[src/hdl/tli_pkg.sv]
// shared types and constants of the table linear interpolator
`default_nettype none

package tli_pkg;

    localparam int KEY_W   = 16;
    localparam int VALUE_W = 16;
    localparam int INDEX_W = 4;
    localparam int COUNT_W = 5;

    // quotient is 16 bits wide, two bits resolved per divider step
    localparam int DIV_BITS_PER_STEP = 2;
    localparam int DIV_STEPS         = KEY_W / DIV_BITS_PER_STEP;
    localparam int DIV_STEP_W        = $clog2(DIV_STEPS);

    typedef logic [KEY_W-1:0]          key_t;
    typedef logic signed [VALUE_W-1:0] value_t;
    typedef logic [INDEX_W-1:0]        index_t;
    typedef logic [COUNT_W-1:0]        count_t;

    typedef enum logic
    {
        KIND_QUERY = 1'b0,
        KIND_LOAD  = 1'b1
    } kind_t;

    typedef enum logic [2:0]
    {
        STATUS_INTERP = 3'd0,
        STATUS_LOW    = 3'd1,
        STATUS_HIGH   = 3'd2,
        STATUS_EMPTY  = 3'd3,
        STATUS_LOADED = 3'd4
    } status_t;

    typedef struct packed
    {
        kind_t  kind;
        key_t   query_key;
        index_t entry_index;
        key_t   entry_key;
        value_t entry_value;
    } item_t;

    typedef struct packed
    {
        value_t  result_value;
        status_t status;
    } result_t;

    // breakpoint write broadcast to every cell
    typedef struct packed
    {
        logic   en;
        index_t index;
        key_t   key;
        value_t value;
    } load_cmd_t;

    // search token passed from cell to cell
    typedef struct packed
    {
        logic   valid;
        logic   have_prev;
        logic   found;
        key_t   query_key;
        key_t   x0;
        value_t y0;
        key_t   x1;
        value_t y1;
    } scan_token_t;

    typedef enum logic [2:0]
    {
        S_IDLE,
        S_SCAN,
        S_MULT,
        S_DIVIDE,
        S_FINISH
    } state_t;

endpackage

`default_nettype wire

[src/hdl/tli_divider.sv]
// radix-4 restoring divider for a 16-bit quotient
`default_nettype none

module tli_divider
    import tli_pkg::*;
(
    input  logic                 clk,
    input  logic                 rst_n,
    input  logic                 start,
    input  logic [2*KEY_W-1:0]   dividend,
    input  key_t                 divisor,
    output logic                 done,
    output key_t                 quotient,
    output logic                 rem_nonzero
);

    logic                  busy_reg;
    logic                  done_reg;
    logic [DIV_STEP_W-1:0] step_reg;
    key_t                  rem_reg;
    key_t                  quo_reg;
    key_t                  div_reg;
    key_t                  rem_next;
    key_t                  quo_next;
    logic [KEY_W:0]        trial;

    // upper half of the dividend is below the divisor, so it seeds the remainder
    always_comb
    begin
        rem_next = rem_reg;
        quo_next = quo_reg;
        trial    = '0;
        for (int b = 0; b < DIV_BITS_PER_STEP; b++)
        begin
            trial    = {rem_next, quo_next[KEY_W-1]};
            quo_next = {quo_next[KEY_W-2:0], 1'b0};
            if (trial >= {1'b0, div_reg})
            begin
                trial       = trial - {1'b0, div_reg};
                quo_next[0] = 1'b1;
            end
            rem_next = trial[KEY_W-1:0];
        end
    end

    always_ff @(posedge clk or negedge rst_n)
    begin
        if (!rst_n)
        begin
            busy_reg <= 1'b0;
            done_reg <= 1'b0;
            step_reg <= '0;
        end
        else
        begin
            done_reg <= 1'b0;
            if (start)
            begin
                busy_reg <= 1'b1;
                step_reg <= DIV_STEP_W'(DIV_STEPS - 1);
            end
            else if (busy_reg)
            begin
                step_reg <= step_reg - 1'b1;
                if (step_reg == '0)
                begin
                    busy_reg <= 1'b0;
                    done_reg <= 1'b1;
                end
            end
        end
    end

    always_ff @(posedge clk)
    begin
        if (start)
        begin
            rem_reg <= dividend[2*KEY_W-1:KEY_W];
            quo_reg <= dividend[KEY_W-1:0];
            div_reg <= divisor;
        end
        else if (busy_reg)
        begin
            rem_reg <= rem_next;
            quo_reg <= quo_next;
        end
    end

    assign done        = done_reg;
    assign quotient    = quo_reg;
    assign rem_nonzero = (rem_reg != '0);

endmodule

`default_nettype wire
[config.mk]
export PLATFORM = sky130hd
export DESIGN_NAME = tli_divider
export DESIGN_NICKNAME = d
export VERILOG_FILES = /design/src/hdl/tli_pkg.sv /design/src/hdl/tli_divider.sv
export SDC_FILE = /design/constraint.sdc
export NUM_CORES = 1
export LEC_CHECK = 0
export ABC_AREA = 1
export BUFFER_PORTS_ARGS = -buffer_cell sky130_fd_sc_hd__buf_2
export CAP_MARGIN = 30
export CORE_MARGIN = 3
export CORE_UTILIZATION = 58
export DETAILED_ROUTE_END_ITERATION = 8
export PLACE_DENSITY = 0.81
export SYNTH_ARGS = -nofsm -noshare
export SYNTH_HDL_FRONTEND = slang
export SYNTH_SLANG_ARGS = --single-unit
[constraint.sdc]
create_clock -name clk -period 4.1 [get_ports clk]
set_input_delay 0.41 -clock clk [delete_from_list [all_inputs] [get_ports clk]]
set_output_delay 0.41 -clock clk [all_outputs]
set_load 0.05 [all_outputs]
# Word-level counts from Yosys, hierarchy flattened
# Cells that the tools add are included.
totals:
  ff_bits: 53
  latch_bits: 0
  ram_bits: 0
  mem_bits_ro: 0
  input_bits: 51
  out_inout_bits: 18
  wordCells: 30
  mem_count: 0
classes:
  n_addsub: 3
  n_mul: 0
  n_div: 0
  magnitude_cmp: 2
  n_eq_ne: 0
  n_shift: 0
  muxes: 16
  bitwise: 0
  n_reduce_logical: 3
op_table:
  columns: ["op", "n"]
  rows:
  - ["2-to-1 mux 16 bit", 6]
  - [">= comparator 17 x 16 -> 1 bit", 2]
  - ["subtractor 16 bit", 2]
  - ["nonzero test 16 bit", 1]
  - ["2-to-1 mux 1 bit", 8]
  - ["2-to-1 mux 3 bit", 2]
  - ["logical NOT 3 bit", 1]
  - ["subtractor 3 x 1 -> 3 bit, second input constant", 1]
  - ["nonzero test 2 bit", 1]

# Logic depth before layout (Yosys ltp)
depth:
  depth_word: 6
  ltp_mapped: 29
  mapped_depth_nobuf: 27

# Worst setup path after synthesis
# OpenSTA, ideal clock, no wires.
synth_path:
  path_kind: "register to register"
  from: "reg quo_reg[15], in the netlist quotient[15]"
  to: "reg rem_reg[8] (data pin)"
  setup_ns: 0.251
  t_arrival_ns: 3.481
  required_time_ns: 3.849
  path_slack_ns: 0.368
  path_stages_with_launch: 24
  path_buffers: 1
  period_less_slack_ns: 3.732
  path_cell_list: "edfxtp_1 inv_1 ha_1 inv_1 fa_1 nand3_1 nand2_1 nand3_1 nand2_1 xnor2_1 nand2_1 o21ai_2 inv_1 ha_1 nand2_1 nor2_1 and2_1 a21oi_1 nand2_2 nor2_8 buf_12 nand3_2 nand3_2 nand2_2"
synth_via:
  elab_chain_len: 6
  elab_cells_between_ends: 8
  cone_classes: "2 x add/sub; 2 x order compare; 4 x mux"
synth_rtl:
  columns: ["element", "line", "rtl"]
  rows:
  - ["from (decl)", "tli_divider.sv:21", "key_t quo_reg;"]
  - ["from (signal assigned)", "tli_divider.sv:79", "quo_reg <= dividend[KEY_W-1:0];"]
  - ["from (signal assigned)", "tli_divider.sv:85", "quo_reg <= quo_next;"]
  - ["subtractor 16 bit / >= comparator 17 x 16 -> 1 bit (equally long branches)", "tli_divider.sv:39, tli_divider.sv:37", null]
  - ["2-to-1 mux 16 bit *", "tli_divider.sv:37", "if (trial >= {1'b0, div_reg})"]
  - ["subtractor 16 bit / >= comparator 17 x 16 -> 1 bit (equally long branches)", "tli_divider.sv:39, tli_divider.sv:37", null]
  - ["2-to-1 mux 16 bit *", "tli_divider.sv:37", null]
  - ["2-to-1 mux 16 bit *", "tli_divider.sv:82", "else if (busy_reg)"]
  - ["2-to-1 mux 16 bit *", "tli_divider.sv:76", "if (start)"]
  - ["to (signal assigned)", "tli_divider.sv:78", "rem_reg <= dividend[2*KEY_W-1:KEY_W];"]
  - ["to (signal assigned)", "tli_divider.sv:84", "rem_reg <= rem_next;"]
  - ["to (decl)", "tli_divider.sv:20", "key_t rem_reg;"]
# Every way passes the cells marked *; elsewhere a longest branch is shown, timed or not. The select of a mux whose other input is x is not followed.
# A chain may end at the register's enable or synchronous reset.

# Worst setup path after layout
layout_path:
  from: "reg div_reg[4]"
  to: "reg rem_reg[14] (data pin)"
layout_via:
  elab_chain_len: 6
  elab_cells_between_ends: 8
  cone_classes: "2 x add/sub; 2 x order compare; 4 x mux"
layout_rtl:
  columns: ["element", "line", "rtl"]
  rows:
  - ["from (decl)", "tli_divider.sv:22", "key_t div_reg;"]
  - ["from (signal assigned)", "tli_divider.sv:80", "div_reg <= divisor;"]
  - ["subtractor 16 bit / >= comparator 17 x 16 -> 1 bit (equally long branches)", "tli_divider.sv:39, tli_divider.sv:37", null]
  - ["2-to-1 mux 16 bit", "tli_divider.sv:37", null]
  - ["subtractor 16 bit / >= comparator 17 x 16 -> 1 bit (equally long branches)", "tli_divider.sv:39, tli_divider.sv:37", null]
  - ["2-to-1 mux 16 bit *", "tli_divider.sv:37", null]
  - ["2-to-1 mux 16 bit *", "tli_divider.sv:82", null]
  - ["2-to-1 mux 16 bit *", "tli_divider.sv:76", null]
# Marked as above.

==> flow_metrics.tcl <==
set metrics [dict create \
    report.final.hold_viol_count 0 \
    dp_hpwl_um 8950 \
    final.setup.tns_ps 0 \
    die_y_um 94.09 \
    startpoint_type "register" \
    grt_usage 0.2765 \
    wire_per_inst_um 15.90 \
    synthFlopType "edfxtp_1" \
    grt_overflow 0 \
    yosysWarnings 0 \
    fin_crit_ps 3853 \
    cts_root_buf "clkbuf_8" \
    syn_inst 584 \
    final_util 0.7110 \
    cp-end-kind "register" \
    yosysTopAreaCell "edfxtp_1" \
    n_antenna_cell 0 \
    fin_ws_ps 247.0 \
    numCtsBuffers 5 \
    stdcell_count 767 \
    synth_seq_area_share 0.3481 \
    r2r_slack_ps 250 \
    finalCritPeriodShare 0.9398 \
    place_inst 749 \
    crit_start "div_reg[4]" \
    path_max_fanout 12 \
    netlist_area_um2 4501 \
    worst_pin_slew_ps 822.1 \
    drc 0 \
    dr.pass1.iters 5 \
    cp-endpoint "rem_reg[14]" \
    gp_congestion 0.9411 \
    grt_max_degree 52 \
    r2r_end "rem_reg[14]" \
    drt-vias-per-instance 5.489 \
    relSlewSlack 0.4506 \
    final-max-slew-violation-count 0 \
    port_buffers 68 \
    cts-htree-levels 2 \
    worstPathArrival_ps 3950 \
    drt_iter0_markers 320 \
    syn_area_per_cell_um2 7.706 \
    skew_ps 5.548 \
    io_pins 69 \
    drt-met1-wl_um 5151 \
    coreArea_um2 7408 \
    clock.fmax_mhz 259.5 \
    wl_met2_um 5816 \
    status "complete, no violations" \
    final_common_cell "nand2_1" \
    rows 31 \
    wl_met3_um 939 \
    clockBufferDepth 2 \
    ys_seq_elements 53 \
    layout.nets 754 \
    die_area_um2 8853 \
    wirelength_um 12200 \
    cts_tree "yes" \
    synth_cell_types 44 \
    yosys-top-cells-area "edfxtp_1 32%, nand2_1 17%, ha_1 9.5%, inv_1 6.3%, nand3_2 4.7%" \
    post_route_cells_drive_above_1_share 0.2455 \
    crit_type "reg2reg" \
    grt_pass1_vias 4102 \
    synth_nets 671 \
    yosys.area.top_type_share 0.3203 \
    route.top_layer_used "met4" \
    synth_edf_count 48 \
    layout_common_cells "200 x nand2_1, 74 x inv_1, 68 x buf_2" \
    place_ws_ps 29.19 \
    clk_pin_slew_worst_paths_ps 110 \
    rr_startpoint "div_reg[4]" \
    area_delta_synth_final_pct 17.04 \
    worst_ep_required_time_ps 4200 \
    min_path_type "in2reg" \
    grt_pass1_wl_um 19150 \
    via_count 4210 \
    antenna_found_initial 0 \
    antenna_left 0 \
    start_util 0.6075 \
    drv_cap 0 \
    clock_sinks 53 \
    ff2ff_path_depth 26 \
    setup_violations 0 \
    async_reset_ff_frac 0.09434 \
    clkLatencyLatePin_ps 320 \
    die_w_um 94.09 \
]
==> critical path, stage by stage, from the launching register on <==
cell	delay (ps)
edfxtp_1	380
inv_1	130
ha_2	330
nand2_2	110
inv_1	50
nand2_1	70
nand3_2	120
nand2_1	100
nand2_2	90
nand2_4	140
nand2_4	140
buf_4	200
o21ai_2	170
inv_1	100
ha_4	300
nand2_1	80
nor2_1	170
and2_1	210
nand2_1	80
nand3_1	140
nand3_1	110
nand3_1	80
nand2_1	60
nor2_1	100
nand2_1	60
nand2_1	70
nor2_1	40
==> stage by stage <==
step / hold WS (ps) / area (um^2)
floorplan: 114.4 / 4501
global route: 248.5 / 5268
CTS: 254.4 / 5065
finish: 252.4 / 5268
detailed placement: 233.7 / 4930
global placement: 226.0 / 4930
==> synthesized netlist by cell type, types with 6 or more instances <==
cell type  number
a21oi_1        31
edfxtp_1       48
ha_1           34
inv_1          75
nand2_1       201
nand2_2         8
nand3_1        29
nand3_2        21
nor2_1         28
nor4_1          6
o21ai_0        16
o21ai_2         6
xnor2_1        12
xor2_1          7
==> how the worst min path moves through the flow <==
| stage | to | from | cells past startpoint |
|---|---|---|---|
| 6_report | div_reg[7] | divisor[7] | 1 |
| 5_1_grt | div_reg[5] | divisor[5] | 1 |
| 4_1_cts | div_reg[7] | divisor[7] | 1 |
| 3_5_place_dp | step_reg[1] | rst_n | 1 |
| 3_3_place_gp | step_reg[0] | rst_n | 1 |
| 2_1_floorplan | busy_reg | rst_n | 0 |
==> cells by family after synthesis <==
| group | synth area share |
|---|---|
| adder cells (fa/ha/maj) | 0.1034 |
| AO/OA/AOI/OAI | 0.08563 |
| flip-flops | 0.3481 |
| XOR/XNOR | 0.03698 |
| buffers and inverters | 0.09396 |
| AND/OR/NAND/NOR | 0.3319 |
==> area by class of cell <==
type                            instances  area [um^2]
Multi-Input combinational cell        441         2678
Fill cell                             595         2141
Sequential cell                        53         1567
Timing Repair Buffer                   85        478.0
Inverter                               81        309.0
Tap cell                               99        123.9
Clock buffer                            5        68.82
Clock inverter                          3        43.79
==> per-layer routing <==
metal | GRT usage | up-vias
met5 | 0 | -
met4 | 0.07822 | 0
met3 | 0.05208 | 26
met2 | 0.4737 | 196
met1 | 0.3555 | 1905
li1 | - | 2083
==> timing repair <==
| item | 4_1_cts | 5_1_grt |
|---|---|---|
| gates resized for setup | 2 | 22 |
| cloned | 0 | 4 |
| setup buffers | 0 | 5 |
| setup endpoints to repair | 1 | 17 |
| hold endpoints to repair | 5 | 0 |
| pin swaps | 0 | 6 |
| hold buffers | 1 | 0 |
Power is not shown: default switching activity piles up to over one toggle a cycle in this logic, so the estimate is an artifact.
