--- config.mk ---
export PLATFORM = sky130hd
export DESIGN_NAME = tli_cell
export DESIGN_NICKNAME = d
export VERILOG_FILES = /design/src/hdl/tli_pkg.sv /design/src/hdl/tli_cell.sv
export SDC_FILE = /design/constraint.sdc
export NUM_CORES = 1
export LEC_CHECK = 0
export BUFFER_PORTS_ARGS = -buffer_cell sky130_fd_sc_hd__buf_2
export CAP_MARGIN = 25
export CORE_MARGIN = 4
export CORE_UTILIZATION = 40
export CTS_BUF_LIST = sky130_fd_sc_hd__clkbuf_16
export DETAILED_ROUTE_END_ITERATION = 8
export PLACE_DENSITY = 0.7
export SLEW_MARGIN = 30
export SYNTH_ARGS = -nofsm -noshare
export SYNTH_HDL_FRONTEND = slang
export SYNTH_SLANG_ARGS = --single-unit
--- constraint.sdc ---
create_clock -name clk -period 6.4 [get_ports clk]
set_input_delay 0.64 -clock clk [delete_from_list [all_inputs] [get_ports clk]]
set_output_delay 0.64 -clock clk [all_outputs]
set_load 0.03 [all_outputs]
--- src/hdl/tli_pkg.sv ---
// shared types and constants of the table linear interpolator
`default_nettype none

package tli_pkg;

    localparam int KEY_W   = 16;
    localparam int VALUE_W = 16;
    localparam int INDEX_W = 4;
    localparam int COUNT_W = 5;

    // quotient is 16 bits wide, two bits resolved per divider step
    localparam int DIV_BITS_PER_STEP = 2;
    localparam int DIV_STEPS         = KEY_W / DIV_BITS_PER_STEP;
    localparam int DIV_STEP_W        = $clog2(DIV_STEPS);

    typedef logic [KEY_W-1:0]          key_t;
    typedef logic signed [VALUE_W-1:0] value_t;
    typedef logic [INDEX_W-1:0]        index_t;
    typedef logic [COUNT_W-1:0]        count_t;

    typedef enum logic
    {
        KIND_QUERY = 1'b0,
        KIND_LOAD  = 1'b1
    } kind_t;

    typedef enum logic [2:0]
    {
        STATUS_INTERP = 3'd0,
        STATUS_LOW    = 3'd1,
        STATUS_HIGH   = 3'd2,
        STATUS_EMPTY  = 3'd3,
        STATUS_LOADED = 3'd4
    } status_t;

    typedef struct packed
    {
        kind_t  kind;
        key_t   query_key;
        index_t entry_index;
        key_t   entry_key;
        value_t entry_value;
    } item_t;

    typedef struct packed
    {
        value_t  result_value;
        status_t status;
    } result_t;

    // breakpoint write broadcast to every cell
    typedef struct packed
    {
        logic   en;
        index_t index;
        key_t   key;
        value_t value;
    } load_cmd_t;

    // search token passed from cell to cell
    typedef struct packed
    {
        logic   valid;
        logic   have_prev;
        logic   found;
        key_t   query_key;
        key_t   x0;
        value_t y0;
        key_t   x1;
        value_t y1;
    } scan_token_t;

    typedef enum logic [2:0]
    {
        S_IDLE,
        S_SCAN,
        S_MULT,
        S_DIVIDE,
        S_FINISH
    } state_t;

endpackage

`default_nettype wire

--- src/hdl/tli_cell.sv ---
// one breakpoint cell: holds a key/value pair and advances the search token
`default_nettype none

module tli_cell
    import tli_pkg::*;
#(
    parameter int CELL_INDEX = 0
)
(
    input  logic        clk,
    input  logic        rst_n,
    input  load_cmd_t   load,
    input  logic        active,
    input  scan_token_t token_in,
    output scan_token_t token_out
);

    key_t        key_reg;
    value_t      value_reg;
    scan_token_t token_reg;
    scan_token_t token_next;

    always_ff @(posedge clk or negedge rst_n)
    begin
        if (!rst_n)
        begin
            key_reg   <= '0;
            value_reg <= '0;
        end
        else if (load.en && (int'(load.index) == CELL_INDEX))
        begin
            key_reg   <= load.key;
            value_reg <= load.value;
        end
    end

    // first active key above the query closes the search
    always_comb
    begin
        token_next = token_in;
        if (token_in.valid && active && !token_in.found)
        begin
            if (key_reg > token_in.query_key)
            begin
                token_next.found = 1'b1;
                token_next.x1    = key_reg;
                token_next.y1    = value_reg;
            end
            else
            begin
                token_next.have_prev = 1'b1;
                token_next.x0        = key_reg;
                token_next.y0        = value_reg;
            end
        end
    end

    always_ff @(posedge clk or negedge rst_n)
    begin
        if (!rst_n)
        begin
            token_reg <= '0;
        end
        else
        begin
            token_reg <= token_next;
        end
    end

    assign token_out = token_reg;

endmodule

`default_nettype wire

**After elaboration in Yosys (flattened, before gate mapping)**

Index checks and enable logic that the tools add are counted.

- Register bits: 115
- Output and inout port bits: 83

- Magnitude comparators: 1
- Mux-type cells: 6
- Reduce and logical (&&, ||, !) cells: 5

Operators by type and width:

| cell | number |
|---|---|
| 32-bit 2-to-1 mux | 2 |
| 64-bit 2-to-1 mux | 1 |
| 16-bit greater-than comparator | 1 |
| 4-bit zero test | 1 |
| 1-bit logical AND | 3 |
| 1-bit 2-to-1 mux | 2 |
| 2-bit 2-to-1 mux | 1 |
| 1-bit zero test | 1 |

**Longest topological paths before layout**

Gate-level depths: netlist of run 1.

- Depth after elaboration: 3
- Mapped depth: 9
- Depth with buffers taken out: 8

**Worst setup path before layout of run 1**

OpenSTA, ideal clock, no wires.

- Path type: input port to flip-flop
- From: in token_in[77] (netlist bit)
- To: reg token_reg, in the netlist token_out[35]
- Path slack: 3.837 ns
- Stages on the path: 9
- Buffers on the path: 1
- Required time: 6.275 ns
- Arrival: 2.438 ns
- Setup time: 0.125 ns
- Cell sequence: inv_1 ha_1 a21oi_1 o21ai_0 nor4_1 nand3b_2 a21boi_2 buf_6 mux2_2

RTL lines:

| item | RTL line | RTL |
|---|---|---|
| start, declared | tli_cell.sv:14 | `input scan_token_t token_in,` |
| end signal, assigned | tli_cell.sv:66 | `token_reg <= token_next;` |
| end, declared | tli_cell.sv:20 | `scan_token_t token_reg;` |

==> results of run 1 <==
-- synthesized netlist by cell type (2+ instances only) --
cell type / n
sky130_fd_sc_hd__dfrtp_1: 115
sky130_fd_sc_hd__nor4_1: 2
sky130_fd_sc_hd__buf_6: 6
sky130_fd_sc_hd__clkbuf_1: 4
sky130_fd_sc_hd__mux2_1: 2
sky130_fd_sc_hd__mux2_4: 29
sky130_fd_sc_hd__nand4_1: 2
sky130_fd_sc_hd__nand2_1: 7
sky130_fd_sc_hd__inv_1: 16
sky130_fd_sc_hd__o21ai_0: 3
sky130_fd_sc_hd__nor2_1: 3
sky130_fd_sc_hd__ha_1: 16
sky130_fd_sc_hd__mux2_2: 64
sky130_fd_sc_hd__a21oi_1: 6
-- report_power, final --
group	leakage (nW)	total (mW)	internal (mW)	switching, mW
combinational	1.63	0.354	0.160	0.194
clock	0.256	0.771	0.472	0.299
sequential	1.36	0.868	0.815	0.0538
total	3.26	1.99	1.45	0.547
-- per-layer routing --
layer | track usage [%] | routed length, microns | vias to the layer above
li1 | - | - | 1436
met2 | 27.43 | 5520 | 124
met4 | 7.903 | 278 | 4
met3 | 6.893 | 949 | 28
met1 | 19.51 | 4281 | 1476
met5 | 0 | 27 | -
-- worst min-delay path by stage --
stage / from / end / slack (ns) / cells past startpoint
detailed placement: value_reg[3] / token_out[3] / 0.52 / 1
CTS: rst_n / value_reg[8] / 0.32 / 1
global placement: value_reg[8] / token_out[8] / 0.51 / 1
finish: rst_n / token_out[40] / 0.28 / 1
floorplan: rst_n / key_reg[0] / 0.34 / 0
global route: token_in[82] / token_out[82] / 0.33 / 1
-- through the flow --
stage | setup slack (ns) | instance area, sq um | std cells | hold slack (ns)
2_1_floorplan | 3.837 | 4626 | 288 | 0.3444
3_3_place_gp | 3.254 | 5774 | 628 | 0.5078
3_5_place_dp | 3.150 | 5774 | 628 | 0.5174
4_1_cts | 3.456 | 6260 | 659 | 0.3164
5_1_grt | 3.339 | 6260 | 659 | 0.3325
6_report | 3.554 | 6260 | 659 | 0.2838
-- worst max-delay path: cells and delay by family, from the launching register on --
family | cells | cell delay [ns]
AOI/OAI and AO/OA | 1 | 0.20
muxes | 1 | 0.51
DFF | 1 | 0.42
and+or+nand+nor | 4 | 1.25
adders and majority gates | 1 | 0.34
-- kinds of logic after synthesis --
logic type,Yosys count
AO/OA/AOI/OAI,12
AND/OR/NAND/NOR,24
buffers and inverters,26
multiplexers,95
flip-flops,115
adder cells (fa/ha/maj),16
-- layout make-up --
cell class | instances | area share [%]
sequential | 115 | 45.97
inverter | 16 | 0.9594
tap | 143 | 2.858
multi-input combinational | 147 | 25.78
clock buffer | 17 | 6.796
clock inverter | 14 | 0.9594
timing repair buffer | 207 | 16.67
==> reports/metrics.sh, run 1 <==
FIN_SETUP_TNS_NS=0
MINIMUM_CLOCK_PERIOD_AFTER_LAYOUT_NS=2.846
SYNTH_TOP_FAMILY_BY_AREA='multiplexers'
DIE-HEIGHT_MICRONS=115.5
GRT_SETUP_UNREPAIRED='no'
GRT_PASS1_WL_MICRONS=16840
SYNTH_SIMPLE_GATE_AREA_SHARE_PCT=3.354
FINAL_CORE_UTILIZATION_PCT=55.06
CPMAXSTAGEDELAYCELL='sky130_fd_sc_hd__nand3_4'
YOSYSSEQAREASHARE_PCT=62.21
INSERTION_DELAY_NS=0.41
SYNTH.LARGEST_AREA_CELL='sky130_fd_sc_hd__dfrtp_1'
AREA_GROWTH_SYN_TO_LAYOUT_PCT=35.33
P_LEAK_nW=3.255
FP.DIEAREA_SQ_UM=13350
SYNTH_TOP_AREA_SHARE_PCT=62.21
LARGEST_NET_DEGREE_AT_THE_START_OF_GLOBAL_ROUTING=60
FINAL.FILL_COUNT=952
CRITICAL_PATH_REQUIRED_NS=6.68
PORT-BUFFER-COUNT=205
NNETSFINAL=643
CLOCK-ROOT-BUFFER='sky130_fd_sc_hd__clkbuf_16'
SYNTH.AVG_CELL_AREA_SQ_UM=16.06
HOLD_PATH_CLASS='in2async'
CRITPATHCAPTURE='token_out[13]'
LARGEST_REGISTER_FFS=83
FINALHOLDVIOLATIONS=0
ROUTE.FINAL.WIRE_LENGTH_MICRONS=11060
TIMING.FINAL.MAX_SLEW_VIOLATIONS=0
REGISTER_AREA_SQ_UM=2878
CTS_RESIZED=0
TIMING.SETUP.CRITICAL_PATH_CLASS='reg2reg'
CTS_INSERTED_BUFFERS=17
SYNTHESIS.AREA_SQ_UM=4626
POST_SYNTH_MUX_AREA_SHARE_PCT=25.48
GP_ROUTABILITY_CONGESTION=0.7584
FLOORPLAN.CORE_AREA_SQ_UM=11370
POWERDENSITY_nW_PER_UM2=318.4
SYNTH_ASYNC_SR_FLOP_SHARE_PCT=100.0
YS_SEQ_ELEMENTS=115
POST-ROUTE-DRC-COUNT=0
CRITICAL_PATH_PEAK_FANOUT=33
CRIT_PATH_START_KIND='flip-flop'
DETAIL_ROUTE.ITER0.VIOLATIONS=141
CTS_SETUP_BUFFERS=0
R2R_CELLS=7
CTS_HTREE_LEVELS=4
DESIGN.PORTCOUNT=206
YOSYS.AREA_SHARE.ADDER_PCT=4.328
DIE_BOUNDARY_WIDTH_MICRONS=115.5
CTS_MAX_PATH_BUFFERS=2
SETUP.REG_TO_REG.WORST_SLACK_NS=3.55
WORST_SETUP_PATH_STARTPOINT='key_reg[15]'
ANTENNA_VIOLATING_NETS_POST_ROUTE=0
CRIT_PATH_MAX_INCR_DELAY_NS=0.55
MOSTFREQUENTLAYOUTCELLS='sky130_fd_sc_hd__buf_2, sky130_fd_sc_hd__dfrtp_1, sky130_fd_sc_hd__mux2_2'
STATUS='finished clean'
TIMING.CLOCK.SKEW_NS=0.007005
PERIOD_UTILIZATION_POST_ROUTE_PCT=44.46
CELL_VARIETY_AFTER_SYNTH=27
MULTIINPUTGATEAREA_SQ_UM=1614
SYNTH_AREA_LEADERS='sky130_fd_sc_hd__dfrtp_1, sky130_fd_sc_hd__mux2_2, sky130_fd_sc_hd__mux2_4'
ENDPOINT_KIND='flip-flop'
VIAS_PER_CELL=4.656
CTSHOLDBUFFERS=0
CRITICAL_PATH.CELL_CHAIN='ha_1 -> nand4_2 -> nor4_2 -> a21boi_1 -> nand3b_2 -> nand3_4 -> mux2_4'
WORSTPATHARRIVAL_NS=3.13
MOSTFREQUENTLAYOUTCELL='sky130_fd_sc_hd__buf_2'
RELSLEWSLACK_PCT=43.76
RR_ENDPOINT='token_out[13]'
PLACE_HPWL_MICRONS=8002
SYNTH_NETS=427
TRITONCTS='yes'
NUMCLOCKSINKS=115
CLK_TRANSITION_REPORTED_PATHS_NS=0.05
VIAS=3068
SYN-INSTANCE-COUNT=288
GRT_ANTENNA_BEFORE_REPAIR=2
COMPOUND_GATE_PORTION_OF_THE_SYNTHESIZED_AREA_PCT=1.542
VDD.IR_DROP.WORST_V=0.0001689
TIMING.FMAX_MHz=351.4
TIMING_WORST_SLEW_PIN_VALUE_NS=0.8436
OVERFLOW=0
SYNTH_ENABLE_FLOP_CELLS=0
SYNTHXORXNORAREAFRAC_PCT=0
PRE_ANTENNA_DRT_ITERS=4
ANTENNA-DIODE-COUNT=0
POSTSYNTH.TOPFLOPCELL='sky130_fd_sc_hd__dfrtp_1'
WL_PER_CELL_MICRONS=16.78
ROWS=39
EFFECTIVE_UTILIZATION_AT_FLOORPLAN_PCT=40.68
LAYOUT-DRIVE-GT1-SHARE_PCT=63.57
YS.WARNINGS.COUNT=0
MAX_CAP_VIOLATIONS=0
P_TOTAL_mW=1.993
REPORT.FINAL.SETUP_VIOL=0
REGTOREGSTARTPOINT='key_reg[15]'
GRT_PASS1_VIAS=3379
GR-USAGE-ALL-LAYERS_PCT=16.88
Power figures use the tool's default switching activity.
==> inputs of run 2 (changes only) <==
- PLACE_DENSITY: 0.7 -> 0.72
- clock period: 6.4 -> 2.36 ns (I/O delays scaled with it)
==> run 2 against run 1 <==
The run now ends with setup timing left. Register-to-register slack got worse by 3.6 ns. Critical endpoint is now token_out[19]. Final cell count increased by 5.9%. Critical path type unchanged. Non-clock buffer count rose by 37. Wire length up 8.8%.
==> reports/metrics.sh, run 2 (same netlist as run 1, synthesis figures left out) <==
AREA_GROWTH_SYN_TO_LAYOUT_PCT=50.93
FINALHOLDVIOLATIONS=0  # unchanged
MOSTFREQUENTLAYOUTCELL='sky130_fd_sc_hd__buf_2'
VDD.IR_DROP.WORST_V=0.0005725  # +240%
MAX_CAP_VIOLATIONS=0  # unchanged
TIMING.FINAL.MAX_SLEW_VIOLATIONS=0  # unchanged
MOSTFREQUENTLAYOUTCELLS='sky130_fd_sc_hd__buf_2, sky130_fd_sc_hd__dfrtp_1, sky130_fd_sc_hd__mux2_2'
DETAIL_ROUTE.ITER0.VIOLATIONS=157  # +11%
R2R_CELLS=8  # +1
TIMING.CLOCK.SKEW_NS=0.005716  # -0.001289 ns
CLK_TRANSITION_REPORTED_PATHS_NS=0.05  # about the same
LARGEST_REGISTER_FFS=83  # unchanged
P_LEAK_nW=3.526  # +8.3%
GRT_PASS1_WL_MICRONS=18270  # +8.5%
MINIMUM_CLOCK_PERIOD_AFTER_LAYOUT_NS=2.367  # -0.4790 ns
WHS_ENDPOINT='token_out[80]'
GRT_PASS1_VIAS=3595  # +6.4%
STATUS='complete, but fails checks'
PERIOD_UTILIZATION_POST_ROUTE_PCT=100.3  # +56 points
RR_ENDPOINT='token_out[19]'
LAYOUT-DRIVE-GT1-SHARE_PCT=66.79  # +3.2 points
RELSLEWSLACK_PCT=65.72  # +22 points
NNETSFINAL=680  # +5.8%
ROUTE.FINAL.WIRE_LENGTH_MICRONS=12030  # +8.8%
INSERTION_DELAY_NS=0.41  # about the same
CRITICAL_PATH_PEAK_FANOUT=8  # -76%
CTS_INSERTED_BUFFERS=17  # unchanged
ANTENNA_VIOLATING_NETS_POST_ROUTE=0  # unchanged
TIMING_WORST_SLEW_PIN_VALUE_NS=0.5142  # -0.3294 ns
SETUP_SLACK_NS=-0.006741  # -3.561 ns
CTS_HTREE_LEVELS=4  # unchanged
DESIGN.PORTCOUNT=206  # unchanged
NUMCLOCKSINKS=115  # unchanged
VIOLATED_CHECKS='setup timing'
FLOORPLAN.CORE_AREA_SQ_UM=11370  # unchanged
VIAS_PER_CELL=4.665  # +0.20%
CRITICAL_PATH_REQUIRED_NS=2.65  # -4.03 ns
OVERFLOW=0  # unchanged
WL_PER_CELL_MICRONS=17.23  # +2.7%
SETUP.REG_TO_REG.WORST_SLACK_NS=-0.007  # -3.56 ns
POWERDENSITY_nW_PER_UM2=885.3  # +180%
WORST_MIN_PATH_START='token_in[80]'
TRITONCTS='yes'
REGTOREGSTARTPOINT='key_reg[15]'
ENDPOINT_KIND='flip-flop'
PLACE_HPWL_MICRONS=8549  # +6.8%
HOLD_PATH_CLASS='in2reg'
WORSTPATHARRIVAL_NS=2.66  # -0.47 ns
TIMING.FMAX_MHz=422.5  # +20%
GR-USAGE-ALL-LAYERS_PCT=18.56  # +1.7 points
TIMING.HOLD.WS_NS=0.02697  # -0.2568 ns
PORT-BUFFER-COUNT=205  # unchanged
POST-ROUTE-DRC-COUNT=0  # unchanged
VIAS=3256  # +6.1%
LARGEST_NET_DEGREE_AT_THE_START_OF_GLOBAL_ROUTING=51  # -15%
REPORT.FINAL.SETUP_VIOL=6  # +6
CRIT_PATH_START_KIND='flip-flop'
DIE-HEIGHT_MICRONS=115.5  # unchanged
FP.DIEAREA_SQ_UM=13350  # unchanged
ROWS=39  # unchanged
DIE_BOUNDARY_WIDTH_MICRONS=115.5  # unchanged
GRT_ANTENNA_BEFORE_REPAIR=3  # +1
P_TOTAL_mW=6.181  # +210%
CLOCK-ROOT-BUFFER='sky130_fd_sc_hd__clkbuf_16'
EFFECTIVE_UTILIZATION_AT_FLOORPLAN_PCT=40.68  # unchanged
GP_ROUTABILITY_CONGESTION=0.7547  # -0.49%
MIN_DELAY_PATH_DEPTH=2
GRT_SETUP_UNREPAIRED='yes'
CTS_MAX_PATH_BUFFERS=2  # unchanged
PRE_ANTENNA_DRT_ITERS=6  # +2
TIMING.SETUP.CRITICAL_PATH_CLASS='reg2reg'
[run 2: cell count changes in the layout (fill, tap and decap cells not counted), moves of 3 or more]
cell,before,now
sky130_fd_sc_hd__a21oi_2,0,3
sky130_fd_sc_hd__bufinv_16,0,4
sky130_fd_sc_hd__buf_4,3,8
sky130_fd_sc_hd__a21oi_1,6,3
sky130_fd_sc_hd__dlygate4sd3_1,0,19
sky130_fd_sc_hd__mux2_4,29,33
sky130_fd_sc_hd__inv_1,21,17
sky130_fd_sc_hd__buf_6,0,7
sky130_fd_sc_hd__ha_1,16,11
sky130_fd_sc_hd__ha_4,0,5
sky130_fd_sc_hd__buf_12,0,4
sky130_fd_sc_hd__clkinvlp_4,1,5
sky130_fd_sc_hd__clkinv_1,5,2
[run 2: worst max-delay path by stage]
stage,slack [ns],end,depth (start not counted),startpoint
floorplan,0.09,token_out[35],8,key_reg[13]
global placement,-0.06,token_out[21],8,key_reg[15]
detailed placement,-0.13,token_out[19],8,key_reg[15]
CTS,-0.02,token_out[19],8,key_reg[15]
global route,-0.11,token_out[19],8,key_reg[15]
finish,-0.007,token_out[19],8,key_reg[15]
[run 2: layer usage]
layer	vias to the layer above	GRT usage, %	part of all wire (%)
li1	1519	-	-
met1	1594	21.26	39
met2	117	30.29	51
met3	22	7.676	7.4
met4	4	8.764	2.2
met5	-	0	0.15
[run 2: layout make-up]
type / instances / area, sq um
fillers: 865 / 4388
flip-flops and latches: 115 / 2879
multi-input cells: 147 / 1759
repair buffers: 244 / 1485
clock buffers: 17 / 425.4
clock inverters: 15 / 191.4
well taps: 143 / 178.9
inverters: 16 / 60.06
diodes: 1 / 2.502
[run 2: what timing repair did]
item / 4_1_cts / 5_1_grt
setup endpoints to repair: 65 / 65
hold buffers: 19 / 0
setup buffers: 4 / 1
pin swaps: 2 / 4
gates resized for setup: 17 / 16
hold endpoints to repair: 56 / 0
gates cloned: 2 / 0
[run 2: worst max-delay path, cell delays in order, from the launching register on]
cell and delay (ns):
sky130_fd_sc_hd__dfrtp_2 0.43, sky130_fd_sc_hd__ha_4 0.30, sky130_fd_sc_hd__nand4_4 0.11, sky130_fd_sc_hd__nor4_4 0.35, sky130_fd_sc_hd__a21boi_2 0.22, sky130_fd_sc_hd__nand3b_4 0.17
sky130_fd_sc_hd__nand3_4 0.15, sky130_fd_sc_hd__buf_12 0.20, sky130_fd_sc_hd__mux2_4 0.30
[run 2: metrics by stage]
step	cells	TNS, ns	area, sq um	utilization [%]	worst slack, ns
finish	698	-0.02201	6982	61.41	-0.006741
global route	698	-3.832	6982	61.41	-0.1072
floorplan	288	0	4626	-	0.08851
global placement	640	-2.435	5927	52.13	-0.06338
detailed placement	640	-6.198	5927	52.13	-0.1281
CTS	697	-0.4200	6933	60.98	-0.02311
[run 2: power breakdown]
group / leakage (nW) / internal [mW] / total [mW] / switching (mW)
combinational: 1.88 / 0.570 / 1.17 / 0.596
sequential: 1.36 / 2.21 / 2.35 / 0.145
clock: 0.287 / 1.75 / 2.66 / 0.912
